[src/rtl/nma_pkg.sv]
// Shared types and constants of the nearest-medoid assignment unit.
// Used by every module of the block; depends on nothing.
package nma_pkg;

	localparam int MAX_CLUSTERS_DEF = 8;
	localparam int MAX_DIMS_DEF = 64;

	localparam int COORD_W = 16;
	localparam int MEDOID_IDX_W = 3;
	localparam int DIM_IDX_W = 6;
	localparam int ACC_W = 38;
	localparam int CLUSTERS_W = 4;
	localparam int CLUSTER_IDX_W = 3;

	localparam int IN_TDATA_W = 32;
	localparam int OUT_TDATA_W = 48;
	localparam int CFG_INDEX_W = 4;
	localparam int CFG_DATA_W = ACC_W;

	// Configuration register indexes.
	localparam logic [CFG_INDEX_W-1:0] CFG_CLUSTERS_IN_USE = 4'd0;
	localparam logic [CFG_INDEX_W-1:0] CFG_DISTANCE_LIMIT = 4'd1;

	localparam logic [CLUSTERS_W-1:0] CLUSTERS_RESET = 4'd8;
	localparam logic [ACC_W-1:0] ACC_MAX = '1;

	// One classified input item as it sits in the front queue.
	typedef struct packed {
		logic load;       // medoid coordinate write, indexes in range
		logic point;      // point coordinate
		logic dim_ok;     // dimension index inside the store
		logic ends_point; // point coordinate that carries the last mark
		logic [MEDOID_IDX_W-1:0] medoid_index;
		logic [DIM_IDX_W-1:0] dim_index;
		logic signed [COORD_W-1:0] coord_value;
	} item_t;

	typedef struct packed {
		logic found;
		logic [CLUSTER_IDX_W-1:0] cluster_index;
		logic [ACC_W-1:0] min_distance_sq;
	} result_t;

endpackage

[src/rtl/nma_out.sv]
// Output queue of results and the count of results promised to it, which
// tells the issue logic whether a result-bearing item may enter the back
// part. Depends on nma_pkg.
module nma_out #(
	parameter int DEPTH = 8
) (
	input  logic clk,
	input  logic arst_n,
	input  logic claim,
	output logic room,
	input  logic res_valid,
	input  nma_pkg::result_t res,
	output logic m_axis_tvalid,
	input  logic m_axis_tready,
	output logic [nma_pkg::OUT_TDATA_W-1:0] m_axis_tdata,
	output logic m_axis_tuser
);
	import nma_pkg::*;

	localparam int PW = $clog2(DEPTH);
	localparam int OW = $clog2(DEPTH + 1);

	result_t buf_q [DEPTH];
	result_t head;
	logic [PW-1:0] wr_ptr_q, rd_ptr_q;
	logic [OW-1:0] count_q, owed_q;
	logic pop;

	assign head = buf_q[rd_ptr_q];
	assign m_axis_tvalid = (count_q != '0);
	assign m_axis_tdata = OUT_TDATA_W'({head.min_distance_sq, head.cluster_index});
	assign m_axis_tuser = head.found;
	assign pop = m_axis_tvalid && m_axis_tready;
	// Every result in flight or queued holds a slot, so the queue never overflows.
	assign room = owed_q < OW'(DEPTH);

	always_ff @(posedge clk) begin
		if (res_valid) begin
			buf_q[wr_ptr_q] <= res;
		end
	end

	always_ff @(posedge clk or negedge arst_n) begin
		if (!arst_n) begin
			wr_ptr_q <= '0;
			rd_ptr_q <= '0;
			count_q <= '0;
			owed_q <= '0;
		end else begin
			if (res_valid) begin
				wr_ptr_q <= (wr_ptr_q == PW'(DEPTH - 1)) ? '0 : wr_ptr_q + 1'b1;
			end
			if (pop) begin
				rd_ptr_q <= (rd_ptr_q == PW'(DEPTH - 1)) ? '0 : rd_ptr_q + 1'b1;
			end
			count_q <= count_q + OW'(res_valid) - OW'(pop);
			owed_q <= owed_q + OW'(claim) - OW'(pop);
		end
	end

endmodule

[config.mk]
export PLATFORM = sky130hd
export DESIGN_NAME = nma_out
export DESIGN_NICKNAME = d
export VERILOG_FILES = /design/src/rtl/nma_pkg.sv /design/src/rtl/nma_out.sv
export SDC_FILE = /design/constraint.sdc
export NUM_CORES = 1
export LEC_CHECK = 0
export BUFFER_PORTS_ARGS = -buffer_cell sky130_fd_sc_hd__clkbuf_2
export CAP_MARGIN = 25
export CELL_PAD_IN_SITES_DETAIL_PLACEMENT = 1
export CELL_PAD_IN_SITES_GLOBAL_PLACEMENT = 1
export CORE_MARGIN = 10
export CORE_UTILIZATION = 55
export CTS_BUF_LIST = sky130_fd_sc_hd__clkbuf_8
export DETAILED_ROUTE_END_ITERATION = 12
export HOLD_SLACK_MARGIN = 0.15
export MAX_ROUTING_LAYER = met4
export PLACE_DENSITY_LB_ADDON = 0.12
export SETUP_SLACK_MARGIN = 0.15
export SYNTH_ARGS = -nofsm -noshare
export SYNTH_HDL_FRONTEND = slang
export SYNTH_SLANG_ARGS = --single-unit
[constraint.sdc]
create_clock -name clk -period 4.3 [get_ports clk]
set_input_delay 0.43 -clock clk [delete_from_list [all_inputs] [get_ports clk]]
set_output_delay 0.43 -clock clk [all_outputs]
set_load 0.02 [all_outputs]
==> Word-level counts from Yosys, hierarchy flattened <==
Memories as Yosys holds them, arrays and structs flattened.
Index checks and enable logic that the tools add are counted.
{ "op_classes": {"add_sub_neg": 6, "order_cmp": 1, "n_eq_ne": 2, "n_mux": 4, "reduce_logical": 2} }
{ "ops": {"columns": ["cell", "n"], "rows": [
  ["4-bit by 1-bit adder with 4-bit output", 2],
  ["4-bit by 1-bit subtractor with 4-bit output", 2],
  ["3-bit by 1-bit adder with 3-bit output, second input constant", 2],
  ["3-bit == test, second input constant", 2],
  ["3-bit 2-to-1 mux", 2],
  ["4-bit < comparator, second input constant", 1],
  ["4-bit nonzero test", 1],
  ["1-bit 2-to-1 mux", 2],
  ["1-bit logical AND", 1]
]} }
{ "word_totals": {"regBits": 14, "mem_bits_rw": 336, "out_inout_bits": 51, "memories": 1} }
{ "memory_table": {"columns": ["name", "depth", "word_bits", "rd", "rd_ports_with_merged_regs", "wr", "line_no", "text"], "rows": [
  ["buf_q", 8, 42, 1, 0, 1, "nma_out.sv:23", "result_t buf_q [DEPTH];"]
]} }

==> Logic depth before layout (Yosys ltp) <==
{ "depth": {"ltp_word": 3, "mapped_depth": 9} }

==> Worst setup path before layout <==
OpenSTA, ideal clock, no wires.
{ "synth_timing": {"path_type": "reg-to-reg", "startpoint": "reg wr_ptr_q[2]", "endpoint": "mem buf_q[0][0] (netlist name) (enable)", "setup_ns": 0.493, "t_arrival_ns": 3.451, "slack_ns": 0.356, "path_stages_with_launch": 3, "path_cell_list": "dfrtp_1 -> nand2b_1 -> nor3_1"} }
{ "synth_rtl": {"columns": ["item", "line_no", "text"], "rows": [
  ["start: declaration", "nma_out.sv:25", "logic [PW-1:0] wr_ptr_q, rd_ptr_q;"],
  ["start signal: assignment", "nma_out.sv:51", "wr_ptr_q <= (wr_ptr_q == PW'(DEPTH - 1)) ? '0 : wr_ptr_q + 1'b1;"],
  ["end: declaration", "nma_out.sv:23", null]
]} }
Straight into the memory's write port.

==> Worst setup path in the final report <==
{ "layout_timing": {"startpoint": "reg rd_ptr_q[0]", "endpoint": "out m_axis_tdata[8] (netlist name)"} }
{ "layout_via": {"elab_chain_len": 1} }
{ "layout_rtl": {"columns": ["item", "line_no", "text"], "rows": [
  ["start: declaration", "nma_out.sv:25", null],
  ["start signal: assignment", "nma_out.sv:54", "rd_ptr_q <= (rd_ptr_q == PW'(DEPTH - 1)) ? '0 : rd_ptr_q + 1'b1;"],
  ["memory read 8 x 42 bit", null, null],
  ["end: declaration", "nma_out.sv:15", "output logic [nma_pkg::OUT_TDATA_W-1:0] m_axis_tdata,"]
]} }
Every way passes these cells.

==> qor.yml <==
timing:
  hold_viol_final: 0
  setup_ws_ns: 0.949
  grt_setup_unrepaired: "no"
  setup_tns_ns: 0
  finalClockSkew_ns: 0.0158
  maxSlewViolCount: 0
  fmax_mhz: 298
  relSlewSlack_pct: 32.0
  fin_crit_sh_pct: 77.9
  setup_viol: 0
  tightestPinTransition_ns: 1.02
  post-route-min-period_ns: 3.35
global_route:
  grt_pass1_wl_mm: 42.4
  use_met1_pct: 22.4
  grt.total_usage_pct: 18.3
  grt_max_degree: 52
  antenna_found_initial: 1
  busiest_layer: "met2"
  met2_usage_pct: 30.8
  grt-ovfl-total: 0
  grt_use_met3_pct: 3.78
  grt_pass1_vias: 7144
critical_path:
  rr_worst_depth: 9
  crit_path_max_incr_delay_ns: 0.70
  r2r-end: "owed_q[2]"
  crit_start: "rd_ptr_q[0]"
  worstSetupEndpointType: "output port"
  worst_ep_arrival_time_ns: 2.92
  critPathLaunchType: "register"
  cp_slowest_cell: "dfrtp_4"
  path_cells: "buf_12 > buf_4 > mux4_1 > mux2_4 > clkbuf_2"
  cp.required_ns: 3.87
  endpoint: "m_axis_tdata[8]"
  r2r_setup_slack_ns: 1.89
  crit_type: "reg2out"
  crit_path_max_fanout: 28
  r2r_start: "count_q[2]"
final_layout:
  mostFrequentLayoutCell: "edfxtp_1"
  nNetsFinal: 813
  drive_above_1_share_pct: 36.5
  postLayoutCoreUtil_pct: 65.4
  fill_cells: 2006
  instances_no_fill: 1116
  mostFrequentLayoutCells: "edfxtp_1 (336), clkbuf_2 (90), mux4_2 (64)"
  area_growth_pct: 16.3
cts:
  cts_resized: 0
  clk_pin_slew_ns: 0.05
  h-tree-depth: 2
  cts_setup_buffers: 0
  cts_tree: "built"
  root_buffer: "clkbuf_8"
  clock_latency_ns: 0.56
  cts_buffers: 53
  cts_buffer_depth: 3
  cts_sinks: 350
drt:
  ant_nets: 0
  drc: 0
  vias: 6256
  wl_per_cell_um: 24.7
  via_per_inst: 5.61
  wirelength_mm: 27.6
  firstDrtPassIters: 5
  drt_iter0_drc: 400
synthesis:
  synth_cell_types: 32
  netlist_area_sq_mm: 0.0138
  ys_seq_elements: 350
  syn-instance-count: 572
  ys_seq_area_share_pct: 75.9
  ys.warnings.count: 0
  syn_avg_cell_area_sq_um: 24.0
floorplanning:
  std_cell_rows: 57
  die_w_um: 178
  core_area_sq_mm: 0.0245
  initial_core_util_pct: 56.2
  die_height_um: 178
  io_pins: 98
  die_area_sq_mm: 0.0317
placed_design:
  gp_congestion: 0.699
  post-place-ws_ns: 1.32
  io_buffer_count: 90
  dp.cells: 977
  dpl.hpwl_mm: 16.0
hold_path:
  hp-start: "res_valid"
  min_path_type: "in2reg"
power:
  leakagePower_uw: 0.00563
  powerDensity_mw_per_mm2: 669
  ir_drop_uv: 386
outcome:
  outcome: "completed"
flow_run:
  drv_cap: 0
==> per-layer routing <==
metal / up-vias / part of all wire (%) / wire length (um)
li1: 2758 / - / -
met1: 3285 / 40 / 11000
met2: 171 / 52 / 14400
met3: 42 / 6.3 / 1730
met4: 0 / 1.5 / 418
met5: - / 0 / 0
==> power by group <==
part           leakage, uW  internal, uW  switching (uW)
clock             0.000544          1250            1180
sequential         0.00321          4300             436
combinational      0.00187          1780            1760
total              0.00563          7330            3370
==> synth_stat cells <==
| library cell | number | area (sq um) |
|---|---|---|
| a21o_1 | 2 | 15.0 |
| a21oi_1 | 2 | 10.0 |
| buf_1 | 4 | 15.0 |
| buf_12 | 5 | 100 |
| buf_2 | 6 | 30.0 |
| buf_4 | 7 | 52.6 |
| buf_6 | 1 | 11.3 |
| clkbuf_1 | 6 | 22.5 |
| clkbuf_4 | 2 | 15.0 |
| conb_1 | 1 | 3.75 |
| dfrtp_1 | 14 | 350 |
| edfxtp_1 | 336 | 10100 |
| fa_1 | 2 | 40.0 |
| ha_1 | 11 | 138 |
| inv_1 | 11 | 41.3 |
| mux2_1 | 2 | 22.5 |
| mux2_2 | 7 | 78.8 |
| mux2_4 | 38 | 571 |
| mux2i_1 | 1 | 10.0 |
| mux4_1 | 20 | 526 |
| mux4_2 | 64 | 1440 |
| nand2_1 | 4 | 15.0 |
| nand2b_1 | 2 | 12.5 |
| nand3b_1 | 1 | 7.51 |
| nor2_1 | 10 | 37.5 |
| nor2b_1 | 1 | 6.26 |
| nor3_1 | 2 | 10.0 |
| o21ai_0 | 1 | 5.00 |
| or2_2 | 2 | 12.5 |
| or3b_1 | 1 | 8.76 |
| xnor2_1 | 5 | 43.8 |
| xor2_1 | 1 | 8.76 |
==> worst max-delay path, delay by kind of cell (launching register included) <==
kind	cells	cell delay, ns
DFF	1	0.70
buffers and inverters	3	0.77
muxes	2	0.87
==> how the worst min path moves through the flow <==
stage / end / cells after the start
floorplan: count_q[0] / 0
global placement: owed_q[3] / 1
CTS: wr_ptr_q[1] / 2
global route: wr_ptr_q[1] / 2
detailed placement: owed_q[3] / 1
finish: wr_ptr_q[1] / 2
==> logic make-up (layout without fill, tap and decap cells) <==
logic type	after synthesis	after routing	synth area share, %
muxes	132	132	19.3
DFF	350	350	75.9
adders and majority gates	13	13	1.29
and+or+nand+nor	23	23	0.801
other	1	8	0.0273
buffers and inverters	42	255	2.09
AOI/OAI and AO/OA	5	5	0.218
xor gates and xnor gates	6	6	0.382
==> final cells by class <==
type                            instances  area (sq um)  area share, %
Antenna cell                            1          2.50         0.0157
Clock buffer                           56           771           4.82
Clock inverter                         37           171           1.07
Inverter                               11          41.3          0.258
Multi-Input combinational cell        186          3100           19.4
Sequential cell                       350         10500           65.4
Tap cell                              324           405           2.54
Timing Repair Buffer                  151          1040           6.53
==> metrics by stage <==
| stage | instance area (sq um) | hold slack, ns | total power [uW] |
|---|---|---|---|
| 2_1_floorplan | 13800 | 0.134 | 7350 |
| 3_3_place_gp | 14600 | 0.357 | 8230 |
| 3_5_place_dp | 14600 | 0.359 | 8350 |
| 4_1_cts | 16000 | 0.176 | 10800 |
| 5_1_grt | 16000 | 0.210 | 11300 |
| 6_report | 16000 | 0.204 | 10700 |
==> repair_timing <==
item / CTS / global route
hold buffers: 44 / 0
setup endpoints to repair: 0 / 0
hold endpoints to repair: 335 / 0
==> flip-flops by register name, summed over array words and instances, names as in the netlist <==
register,flops
count_q,4
wr_ptr_q,3
owed_q,4
buf_q,336
rd_ptr_q,3
Note: power is estimated with default switching activity, not from simulation.
